File: src/rtl/fsb_pkg.sv
// Shared types, constants and the coefficient ROM for the selectable-bank FIR filter.
// Used by fsb_ring, fsb_mac and fir_filter_selectable_bank_core; no dependencies.
`timescale 1ns / 1ps
`default_nettype none

package fsb_pkg;

  // Ring depth and the index and count widths that follow from it.
  localparam int MAX_TAPS  = 32;
  localparam int IDX_W     = $clog2(MAX_TAPS);
  localparam int CNT_W     = $clog2(MAX_TAPS + 1);

  // Fixed field and datapath widths.
  localparam int SAMPLE_W  = 16;
  localparam int PROD_W    = 2 * SAMPLE_W;
  localparam int ACC_W     = 40;
  localparam int FRAC_W    = 15;
  localparam int BANK_W    = 2;
  localparam int TAPS_W    = 6;
  localparam int CFG_W     = 6;
  localparam int CFG_IDX_W = 2;

  // Coefficient ROM shape.
  localparam int NUM_BANKS = 3;
  localparam int BANK_TAPS = 31;

  // Configuration register indexes.
  localparam logic [CFG_IDX_W-1:0] REG_BANK_SELECT = 2'd0;
  localparam logic [CFG_IDX_W-1:0] REG_TAP_COUNT   = 2'd1;

  // Sequencer states.
  typedef enum logic [1:0] {
    S_IDLE,
    S_WRITE,
    S_ISSUE,
    S_DRAIN
  } seq_state_e;

  // Control from the sequencer to the multiply-accumulate unit.
  typedef struct packed {
    logic clr;  // clear the accumulator for a new sample
    logic en;   // operands on the inputs are valid this cycle
  } mac_ctl_t;

  // Q1.15 coefficients: bandpass, Hilbert phase shifter, lowpass.
  localparam int COEF_ROM [NUM_BANKS][BANK_TAPS] = '{
    '{ -69, -102, -138, -134, -36, 203, 554, 947,
       1275, 1425, 1311, 885, 157, -760, -1655, -2330,
       -2638, -2487, -1878, -914, 180, 1137, 1779, 1996,
       1753, 1144, 344, -410, -898, -1068, -931 },
    '{ -1389, 0, -1622, 0, -1946, 0, -2431, 0,
       -3244, 0, -4866, 0, -9735, 0, -29206, 0,
       29206, 0, 9735, 0, 4866, 0, 3244, 0,
       2431, 0, 1946, 0, 1622, 0, 1389 },
    '{ 72, 128, 226, 370, 560, 793, 1052, 1324,
       1596, 1845, 2051, 2205, 2297, 2327, 2336, 2336,
       2336, 2327, 2297, 2205, 2051, 1845, 1596, 1324,
       1052, 793, 560, 370, 226, 128, 72 }
  };

  // Coefficient lookup; an unused bank or a tap past the bank reads as zero.
  function automatic logic signed [SAMPLE_W-1:0] coef_at(
    input logic [BANK_W-1:0] bank,
    input logic [IDX_W-1:0]  tap
  );
    logic signed [SAMPLE_W-1:0] c;
    c = '0;
    if ((int'(bank) < NUM_BANKS) && (int'(tap) < BANK_TAPS)) begin
      c = SAMPLE_W'(COEF_ROM[bank][tap]);
    end
    return c;
  endfunction

endpackage

`default_nettype wire

File: src/rtl/fir_filter_selectable_bank_core.sv
// Selectable-bank FIR filter: one shared multiply-accumulate walked over the ring per sample.
// Each sample is written to the ring, then its n taps go through the shared MAC one tap per cycle,
// n the effective tap count (1..32); the sum drains before the result is loaded and the sequencer
// returns to idle, so a new input is accepted only after the current result is loaded.
// The output register lets the next input transfer happen while a result waits to be taken.
// Reset (rst_ni low, asynchronous) clears the ring, the position, bank 0 and tap count 31.
// Depends on fsb_pkg, fsb_ring and fsb_mac.
`timescale 1ns / 1ps
`default_nettype none

module fir_filter_selectable_bank_core (
  input  wire logic                              clk_i,
  input  wire logic                              rst_ni,
  // Configuration write port.
  input  wire logic                              cfg_we_i,
  input  wire logic [fsb_pkg::CFG_IDX_W-1:0]     cfg_idx_i,
  input  wire logic [fsb_pkg::CFG_W-1:0]         cfg_data_i,
  // Input stream.
  input  wire logic                              s_axis_tvalid,
  output logic                                   s_axis_tready,
  input  wire logic [15:0]                       s_axis_tdata,  // [15:0] sample_in
  // Output stream.
  output logic                                   m_axis_tvalid,
  input  wire logic                              m_axis_tready,
  output logic [15:0]                            m_axis_tdata   // [15:0] sample_out
);

  localparam int IDX_W = fsb_pkg::IDX_W;
  localparam int CNT_W = fsb_pkg::CNT_W;

  fsb_pkg::seq_state_e                   state_q, state_d;
  logic [fsb_pkg::BANK_W-1:0]            bank_q;
  logic [fsb_pkg::TAPS_W-1:0]            taps_q;
  logic [IDX_W-1:0]                      wpos_q;
  logic [CNT_W-1:0]                      n_q;
  logic [IDX_W-1:0]                      pos_q;
  logic [IDX_W-1:0]                      idx_q;
  logic [IDX_W-1:0]                      tap_q;
  logic signed [fsb_pkg::SAMPLE_W-1:0]   smp_q;
  logic signed [fsb_pkg::SAMPLE_W-1:0]   coef_q;
  logic                                  iss_q;
  logic                                  out_vld_q;
  logic [15:0]                           out_data_q;

  logic [CNT_W-1:0]                      n_eff;
  logic [CNT_W-1:0]                      pos_inc;
  logic                                  in_xfer;
  logic                                  last_tap;
  logic                                  load_out;
  logic                                  ring_we;
  logic signed [fsb_pkg::SAMPLE_W-1:0]   ring_rdata;
  logic                                  mac_busy;
  logic signed [fsb_pkg::SAMPLE_W-1:0]   mac_res;
  fsb_pkg::mac_ctl_t                     mac_ctl;

  // Configuration registers.
  always_ff @(posedge clk_i or negedge rst_ni) begin
    if (!rst_ni) begin
      bank_q <= '0;
      taps_q <= fsb_pkg::TAPS_W'(31);
    end else if (cfg_we_i) begin
      case (cfg_idx_i)
        fsb_pkg::REG_BANK_SELECT: bank_q <= cfg_data_i[fsb_pkg::BANK_W-1:0];
        fsb_pkg::REG_TAP_COUNT:   taps_q <= cfg_data_i[fsb_pkg::TAPS_W-1:0];
        default: ;
      endcase
    end
  end

  // Effective tap count: zero acts as one, large values clamp to the ring depth.
  always_comb begin
    if (taps_q == '0) begin
      n_eff = CNT_W'(1);
    end else if (int'(taps_q) > fsb_pkg::MAX_TAPS) begin
      n_eff = CNT_W'(fsb_pkg::MAX_TAPS);
    end else begin
      n_eff = CNT_W'(taps_q);
    end
  end

  assign in_xfer  = s_axis_tvalid & s_axis_tready;
  assign last_tap = (CNT_W'(tap_q) == (n_q - CNT_W'(1)));
  assign pos_inc  = CNT_W'(pos_q) + CNT_W'(1);
  assign load_out = (state_q == fsb_pkg::S_DRAIN) && !iss_q && !mac_busy &&
                    (!out_vld_q || m_axis_tready);

  // Sequencer state register.
  always_ff @(posedge clk_i or negedge rst_ni) begin
    if (!rst_ni) begin
      state_q <= fsb_pkg::S_IDLE;
    end else begin
      state_q <= state_d;
    end
  end

  // Next state and control outputs.
  always_comb begin
    state_d       = state_q;
    s_axis_tready = 1'b0;
    ring_we       = 1'b0;
    mac_ctl.clr   = 1'b0;
    mac_ctl.en    = iss_q;
    case (state_q)
      fsb_pkg::S_IDLE: begin
        s_axis_tready = 1'b1;
        if (s_axis_tvalid) begin
          state_d = fsb_pkg::S_WRITE;
        end
      end
      fsb_pkg::S_WRITE: begin
        ring_we     = 1'b1;
        mac_ctl.clr = 1'b1;
        state_d     = fsb_pkg::S_ISSUE;
      end
      fsb_pkg::S_ISSUE: begin
        if (last_tap) begin
          state_d = fsb_pkg::S_DRAIN;
        end
      end
      fsb_pkg::S_DRAIN: begin
        if (load_out) begin
          state_d = fsb_pkg::S_IDLE;
        end
      end
      default: state_d = fsb_pkg::S_IDLE;
    endcase
  end

  // Write position; it wraps at the tap count of the current sample.
  always_ff @(posedge clk_i or negedge rst_ni) begin
    if (!rst_ni) begin
      wpos_q <= '0;
    end else if (state_q == fsb_pkg::S_WRITE) begin
      wpos_q <= (pos_inc >= n_q) ? '0 : pos_inc[IDX_W-1:0];
    end
  end

  // Issue-stage valid bit that feeds the MAC in the cycle after the ring read is issued.
  always_ff @(posedge clk_i or negedge rst_ni) begin
    if (!rst_ni) begin
      iss_q <= 1'b0;
    end else begin
      iss_q <= (state_q == fsb_pkg::S_ISSUE);
    end
  end

  // Per-sample working registers: latch on transfer, then walk newest to oldest.
  always_ff @(posedge clk_i) begin
    if (in_xfer) begin
      smp_q <= s_axis_tdata;
      n_q   <= n_eff;
      pos_q <= (CNT_W'(wpos_q) >= n_eff) ? '0 : wpos_q;
    end
    if (state_q == fsb_pkg::S_WRITE) begin
      idx_q <= pos_q;
      tap_q <= '0;
    end else if (state_q == fsb_pkg::S_ISSUE) begin
      tap_q <= tap_q + IDX_W'(1);
      if (idx_q == '0) begin
        idx_q <= IDX_W'(n_q - CNT_W'(1));
      end else begin
        idx_q <= idx_q - IDX_W'(1);
      end
    end
    coef_q <= fsb_pkg::coef_at(bank_q, tap_q);
  end

  // Output register.
  always_ff @(posedge clk_i or negedge rst_ni) begin
    if (!rst_ni) begin
      out_vld_q <= 1'b0;
    end else if (load_out) begin
      out_vld_q <= 1'b1;
    end else if (m_axis_tready) begin
      out_vld_q <= 1'b0;
    end
  end

  always_ff @(posedge clk_i) begin
    if (load_out) begin
      out_data_q <= mac_res;
    end
  end

  assign m_axis_tvalid = out_vld_q;
  assign m_axis_tdata  = out_data_q;

  fsb_ring u_ring (
    .clk_i   (clk_i),
    .rst_ni  (rst_ni),
    .we_i    (ring_we),
    .waddr_i (pos_q),
    .wdata_i (smp_q),
    .raddr_i (idx_q),
    .rdata_o (ring_rdata)
  );

  fsb_mac u_mac (
    .clk_i   (clk_i),
    .rst_ni  (rst_ni),
    .ctl_i   (mac_ctl),
    .coef_i  (coef_q),
    .smp_i   (ring_rdata),
    .busy_o  (mac_busy),
    .res_o   (mac_res)
  );

`ifndef SYNTH
  // An input transfer always starts the ring write in the next cycle.
  assert property (@(posedge clk_i) disable iff (!rst_ni)
    in_xfer |=> (state_q == fsb_pkg::S_WRITE))
    else $error("input transfer did not start a ring write");

  // The tap walk stays inside the ring of the current sample.
  assert property (@(posedge clk_i) disable iff (!rst_ni)
    (state_q == fsb_pkg::S_ISSUE) |-> ((CNT_W'(idx_q) < n_q) && (CNT_W'(tap_q) < n_q)))
    else $error("tap walk left the ring");

  // The MAC is fed only in the cycle after a ring read was issued.
  assert property (@(posedge clk_i) disable iff (!rst_ni)
    mac_ctl.en |-> ($past(state_q) == fsb_pkg::S_ISSUE))
    else $error("MAC enabled without an issued tap");

  // A result is loaded only once the accumulator has settled.
  assert property (@(posedge clk_i) disable iff (!rst_ni)
    load_out |-> (!mac_ctl.en && !$past(mac_ctl.en)))
    else $error("result loaded before the accumulator settled");
`endif

endmodule

`default_nettype wire

File: src/rtl/fsb_ring.sv
// Circular sample store: one write port and one registered read port, cleared at reset.
// Depends on fsb_pkg for the depth and sample width.
`timescale 1ns / 1ps
`default_nettype none

module fsb_ring (
  input  wire logic                                 clk_i,
  input  wire logic                                 rst_ni,
  input  wire logic                                 we_i,
  input  wire logic [fsb_pkg::IDX_W-1:0]            waddr_i,
  input  wire logic signed [fsb_pkg::SAMPLE_W-1:0]  wdata_i,
  input  wire logic [fsb_pkg::IDX_W-1:0]            raddr_i,
  output logic signed [fsb_pkg::SAMPLE_W-1:0]       rdata_o
);

  logic signed [fsb_pkg::SAMPLE_W-1:0] ring_q [fsb_pkg::MAX_TAPS];
  logic signed [fsb_pkg::SAMPLE_W-1:0] rdata_q;

  // Sample storage, all zero after reset.
  always_ff @(posedge clk_i or negedge rst_ni) begin
    if (!rst_ni) begin
      for (int i = 0; i < fsb_pkg::MAX_TAPS; i++) begin
        ring_q[i] <= '0;
      end
    end else if (we_i) begin
      ring_q[waddr_i] <= wdata_i;
    end
  end

  // Registered read.
  always_ff @(posedge clk_i) begin
    rdata_q <= ring_q[raddr_i];
  end

  assign rdata_o = rdata_q;

endmodule

`default_nettype wire

File: src/rtl/fsb_mac.sv
// Shared multiply-accumulate unit with rounding, scaling and saturation of the sum.
// Depends on fsb_pkg for widths and the mac_ctl_t control struct.
`timescale 1ns / 1ps
`default_nettype none

module fsb_mac (
  input  wire logic                                 clk_i,
  input  wire logic                                 rst_ni,
  input  wire fsb_pkg::mac_ctl_t                    ctl_i,
  input  wire logic signed [fsb_pkg::SAMPLE_W-1:0]  coef_i,
  input  wire logic signed [fsb_pkg::SAMPLE_W-1:0]  smp_i,
  output logic                                      busy_o,
  output logic signed [fsb_pkg::SAMPLE_W-1:0]       res_o
);

  localparam int SHIFT_W = fsb_pkg::ACC_W - fsb_pkg::FRAC_W;

  logic signed [fsb_pkg::PROD_W-1:0]  prod_q;
  logic                               prod_vld_q;
  logic signed [fsb_pkg::ACC_W-1:0]   acc_q;
  logic signed [fsb_pkg::ACC_W-1:0]   rnd;
  logic signed [SHIFT_W-1:0]          scaled;

  // Product stage.
  always_ff @(posedge clk_i or negedge rst_ni) begin
    if (!rst_ni) begin
      prod_vld_q <= 1'b0;
    end else begin
      prod_vld_q <= ctl_i.en;
    end
  end

  always_ff @(posedge clk_i) begin
    prod_q <= fsb_pkg::PROD_W'(coef_i * smp_i);
  end

  // Accumulator stage; the product is sign-extended to the accumulator width.
  always_ff @(posedge clk_i) begin
    if (ctl_i.clr) begin
      acc_q <= '0;
    end else if (prod_vld_q) begin
      acc_q <= acc_q + {{(fsb_pkg::ACC_W - fsb_pkg::PROD_W){prod_q[fsb_pkg::PROD_W-1]}}, prod_q};
    end
  end

  // Round half up, floor shift by the fraction width and saturate to a sample.
  always_comb begin
    rnd    = acc_q + fsb_pkg::ACC_W'(1 << (fsb_pkg::FRAC_W - 1));
    scaled = SHIFT_W'(rnd >>> fsb_pkg::FRAC_W);
    if (scaled > SHIFT_W'(32767)) begin
      res_o = 16'sh7fff;
    end else if (scaled < -SHIFT_W'(32768)) begin
      res_o = 16'sh8000;
    end else begin
      res_o = fsb_pkg::SAMPLE_W'(scaled);
    end
  end

  assign busy_o = ctl_i.en | prod_vld_q;

endmodule

`default_nettype wire
File: config.mk
export PLATFORM = sky130hd
export DESIGN_NAME = fir_filter_selectable_bank_core
export DESIGN_NICKNAME = d
export VERILOG_FILES = /design/src/rtl/fsb_pkg.sv /design/src/rtl/fir_filter_selectable_bank_core.sv /design/src/rtl/fsb_ring.sv /design/src/rtl/fsb_mac.sv
export SDC_FILE = /design/constraint.sdc
export NUM_CORES = 2
export LEC_CHECK = 0
export ABC_AREA = 1
export BUFFER_PORTS_ARGS = -buffer_cell sky130_fd_sc_hd__buf_2
export CORE_ASPECT_RATIO = 0.7
export CORE_MARGIN = 4
export CORE_UTILIZATION = 45
export DETAILED_ROUTE_END_ITERATION = 12
export GPL_ROUTABILITY_DRIVEN = 0
export SLEW_MARGIN = 30
export SYNTH_ARGS = -nofsm -noshare
export SYNTH_HDL_FRONTEND = slang
export SYNTH_SLANG_ARGS = --single-unit
export TNS_END_PERCENT = 20
File: constraint.sdc
create_clock -name clk_i -period 12.8 [get_ports clk_i]
set_input_delay 2.56 -clock clk_i [delete_from_list [all_inputs] [get_ports clk_i]]
set_output_delay 2.56 -clock clk_i [all_outputs]
set_load 0.005 [all_outputs]
Word level (Yosys, flattened, before mapping)
Cells that the tools add are included.

storage, ports and cells
  flip-flop bits (word level) = 687
  bits of input ports = 29
  output and inout port bits = 18
  word-level logic and storage cells = 127

operators by class
  multipliers = 1
  mux-type cells = 27
  bitwise operators = 6
  $lt $le $gt $ge = 12
  eq/ne operators = 8
  add/subtract/negate cells = 6
  reductions and logical operators = 18

operators by type and width
  operator                number
  $bmux 992 s2            1
  $mux 992                2
  $bwmux 512              1
  $bmux 32 s5             1
  $mux 16                 6
  $bmux 16 s5             1
  $demux 16 s5            1
  $add 40x16->40 const B  1
  $add 40x40->40          1
  $mul 16x16->32          1
  $gt 25x16->1 const B    1
  $lt 25x16->1 const B    1
  $mux 5                  4
  $ge 6x6->1 const B      3
  $not 5->6               3
  $mux 6                  2
  $pmux 2 s4              1
  $add 5x1->6 const B     1
  $eq 5x6->1              1
  $ge 5x6->1              1
  $ge 6x6->1              1
  $gt 6x6->1 const B      1
  $logic_not 6->1         1
  $lt 6x1->1 const B      1
  22 further kinds        40

Longest topological paths before layout
  depth after elaboration = 7
  depth in mapped cells = 28
  gate-level depth less buffers = 26

Cells and area by module
A second synthesis with hierarchy kept.

unflattened totals
  cell total of the unflattened synthesis = 6043
  area total of the unflattened synthesis = 45374.8 um2

modules (own cells, without submodules)
  module                           area each (um2)  instances  sequential area each (um2)  cells each
  fsb_ring                         23709.0          1          13132.6                     2984
  fsb_mac                          16513.3          1          1466.4                      2385
  fir_filter_selectable_bank_core  5152.4           1          2293.4                      674

Worst setup path before layout
No wires, ideal clock.

  path type = register to register
  from = reg u_ring.rdata_q, in the netlist u_ring.rdata_o[2]
  to = reg u_mac.prod_q[30] (netlist bit)
  setup time = 0.112 ns
  setup slack = 6.728 ns
  arrival time = 5.960 ns
  cell stages (with the launch flop) = 22
  period minus slack after synthesis = 6.072 ns
  path buffers = 2
  data required time = 12.688 ns
  path through = dfxtp_1 clkbuf_1 clkbuf_1 nand2_1 fa_1 inv_1 fa_1 inv_1 fa_1 inv_1 fa_1 fa_1 inv_1 fa_1 inv_1 ha_1 a21oi_1 o21ai_0 a221oi_1 nand2_1 nand2_1 nand2_1

on the way
  longest elaborated chain between the ends = 1

RTL lines
  item                    RTL line        text
  start, declared         fsb_ring.sv:17  logic signed [fsb_pkg::SAMPLE_W-1:0] rdata_q;
  start signal, assigned  fsb_ring.sv:32  rdata_q <= ring_q[raddr_i];
  $mul 16x16->32          fsb_mac.sv:34   prod_q <= fsb_pkg::PROD_W'(coef_i * smp_i);
  end signal, assigned    fsb_mac.sv:34
  end, declared           fsb_mac.sv:18   logic signed [fsb_pkg::PROD_W-1:0] prod_q;

Every way passes these cells.
A chain may end at the register's enable or synchronous reset.

Worst setup path after layout
Same ends and word-level chain as after synthesis.

==> reports/results.ini <==
[run_status]
outcome = finished, final reports clean

[timing]
drv_slew = 0
layout_min_cycle_time_ns = 6.536
relSlewSlack_pct = 33.85
finalSetupViolations = 0
worst_slew_pin_slew_ns = 0.9899
max_freq_mhz = 153.0
rsz0062_at_grt = no
hold_viol_final = 0
min_period_over_period_pct = 51.06
clock_skew_ns = 0.02471
fin_setup_tns_ns = 0

[clock_tree]
cts_resized = 0
clock_latency_ns = 0.66
clockBufferDepth = 3
h-tree-depth = 3
cts_tree = built
clk_pin_slew_ns = 0.06
cts-buffers-inserted = 74
clock_sinks = 687
ctsHoldBuffers = 0
cts-root-buf = clkbuf_16
cts_setup_buffers = 0

[logic_synthesis]
synth_simple_gate_area_share_pct = 17.58
synth_top_family_by_area = simple AND/OR/NAND/NOR gates
ys.flop_type = dfrtp_1
synth_nets = 6135
syn_inst = 5694
synth_area_sq_um = 44240
synth-compound-area-share_pct = 16.82
synth-edff-count = 48
synthMuxAreaShare_pct = 0.02545
synth_xor_area_share_pct = 1.524
synth.avg_cell_area_sq_um = 7.770
ys_ff_latch = 687
yosys_warnings = 0
seq_area_frac_synth_pct = 38.18
yosysUniqueCellTypes = 57
async_flop_share_pct = 77.15
synth_adder_area_share_pct = 16.11

[global_routing]
grt_max_degree = 173
grt_pass1_vias = 35720
globalRouteOverflowTotal = 0
grt_use_total_pct = 25.55
grt_pass1_wl_microns = 209400
antenna_found_initial = 1

[place]
io_buffers = 46
dpl.hpwl_microns = 90550
post-place-cells = 6759
placed_cell_area_sq_um = 45310

[floorplanning]
initial_core_util_pct = 45.73
dieArea_sq_um = 103500
die_y_microns = 270.3
die_x_microns = 382.8
io_pins = 47
rows = 95
core_sq_um = 96760

[layout]
final.fill_count = 9587
n_antenna_cell = 0
areaGrowthSynthToFinish_pct = 8.261
finalInstanceArea_sq_um = 47900
drive_above_1_share_pct = 5.405
fin_cells = 6896
final_core_utilization_pct = 49.50
nNetsFinal = 5969

[run]
cap_violations = 0

[worst_setup_path]
crit_fanout = 16
cp_slowest_stage_delay_ns = 0.81
crit_top_cell = fa_1
crit_family = adder cells
crit_buf_inv = 5
arrival_ns = 7.08
cp_slowest_cell = fa_1
required_ns = 13.35
path_cells = nand2_1 -> fa_1 -> inv_1 -> fa_1 -> inv_1 -> fa_1 -> inv_1 -> fa_1 -> fa_1 -> inv_1 -> fa_1 -> inv_1 -> ha_1 -> a21oi_1 -> o21ai_0 -> a221oi_1 -> nand2_1 -> nand2_1 -> nand2_1
critPathCaptureType = flip-flop
path_class = reg -> reg
cp-start-kind = flip-flop

[route]
drc = 0
via_per_inst = 5.450
ant_nets = 0
totalWireLength_microns = 132400
post_drt_wl_per_cell_microns = 19.19
drtIter0Drc = 4477
via_count = 37580
firstDrtPassIters = 6

[min_path]
hold_class = reg -> reg

[metrics by stage]
stage,hold slack [ns],worst slack (ns)
after detailed placement,0.4153,6.300
final,0.4339,6.264
after CTS,0.4328,6.311
after floorplan,0.3543,6.728
after global routing,0.4422,5.793
after global placement,0.4174,6.362
[final timing paths]
check,from,endpoint,slack [ns],cells past startpoint
max,u_ring.rdata_o[2],u_mac.prod_q[30],6.26,19
max reg2reg,u_ring.rdata_o[2],u_mac.prod_q[30],6.26,19
min in group asynchronous,rst_ni,u_ring.ring_q[287],1.77,1
max in group asynchronous,rst_ni,u_ring.ring_q[134],9.25,3
min reg2reg,iss_q,u_mac.prod_vld_q,0.43,0
min,iss_q,u_mac.prod_vld_q,0.43,0
[registers in the layout (all words and copies together) (netlist names)]
register	count
bank_q	2
u_mac.prod_vld_q	1
wpos_q	5
m_axis_tdata	16
u_mac.acc_q	40
coef_q	16
state_q	2
u_mac.prod_q	32
iss_q	1
u_ring.rdata_o	16
smp_q	16
pos_q	5
u_ring.ring_q	512
taps_q	6
idx_q	5
n_q	6
m_axis_tvalid	1
tap_q	5
[cell usage in the layout, fill, tap and decap left out, types with 7 or more instances in the layout]
cell       synthesis  layout
o21ai_0          913     913
buf_4              0      51
ha_1             149     148
xnor2_1           18      18
or2_2              8       8
inv_2              4      20
fa_1             263     263
clkinv_1           5      11
bufinv_16          0       7
nor2_1           664     656
nor2_4             5       7
a31oi_1           19      19
buf_2              6      45
o211ai_1          12      12
clkbuf_16          0      78
clkinv_2           0       9
o21bai_1          12      12
edfxtp_1          48      48
nand2_2           19      22
xor2_1            54      54
o32ai_1           10      10
o22ai_1          120     120
nand4_1           20      20
dfxtp_1          109     109
nor3_1            32      32
nand2_1         1112    1109
nand3_1           88      88
clkbuf_8           0       9
clkbuf_1         325      20
dfrtp_1          525     525
a21oi_1          282     282
inv_1            790     770
nor2_2             4      10
[layer usage]
metal  share of wire (%)  wire length, microns  GRT usage, %
met5                   0                     0             0
met4                 1.5                  1993         4.431
met3                 9.7                 12810         5.820
met2                  39                 51750         34.44
met1                  50                 65800         41.51
[worst reg2reg max path: stages, from the launching register on]
cell and delay, ns:
dfxtp_1 0.77, nand2_1 0.25, fa_1 0.77, inv_1 0.10, fa_1 0.81, inv_1 0.18, fa_1 0.56, inv_1 0.05
fa_1 0.46, fa_1 0.54, inv_1 0.05, fa_1 0.53, inv_1 0.04, ha_1 0.36, a21oi_1 0.26, o21ai_0 0.13
a221oi_1 0.36, nand2_1 0.10, nand2_1 0.08, nand2_1 0.05
[final cells by class]
cell class	instances	area, sq um	share of cell area [%]
multi-input combinational	3862	23070	48.17
clock inverter	28	377.9	0.7889
tap	1309	1638	3.419
timing repair buffer	104	760.7	1.588
sequential	687	16890	35.27
inverter	799	3004	6.272
clock buffer	107	2151	4.490
[kinds of logic (layout without fill, tap and decap cells)]
kind of cell	Yosys count	in the layout
AOI/OAI and AO/OA	1408	1408
muxes	1	1
xor gates and xnor gates	74	74
DFF	687	687
buffers and inverters	1145	1038
and+or+nand+nor	1967	1967
adders and majority gates	412	412
[Yosys cell counts, types with 19 or more instances]
master | count | area share, %
nand2_2 | 19 | 0.27
nor3_1 | 32 | 0.36
clkbuf_1 | 325 | 2.8
dfxtp_1 | 109 | 4.9
nand4_1 | 20 | 0.28
a21oi_1 | 282 | 3.2
inv_1 | 790 | 6.7
a31oi_1 | 19 | 0.27
ha_1 | 149 | 4.2
edfxtp_1 | 48 | 3.3
nor2_1 | 664 | 5.6
fa_1 | 263 | 12
o21ai_0 | 913 | 10
dfrtp_1 | 525 | 30
nand2_1 | 1112 | 9.4
xor2_1 | 54 | 1.1
o22ai_1 | 120 | 1.7
nand3_1 | 88 | 1.0
Power is left out: the tool's default activity adds up to more than one toggle a clock period on the data nets, which glitch-free logic cannot reach.
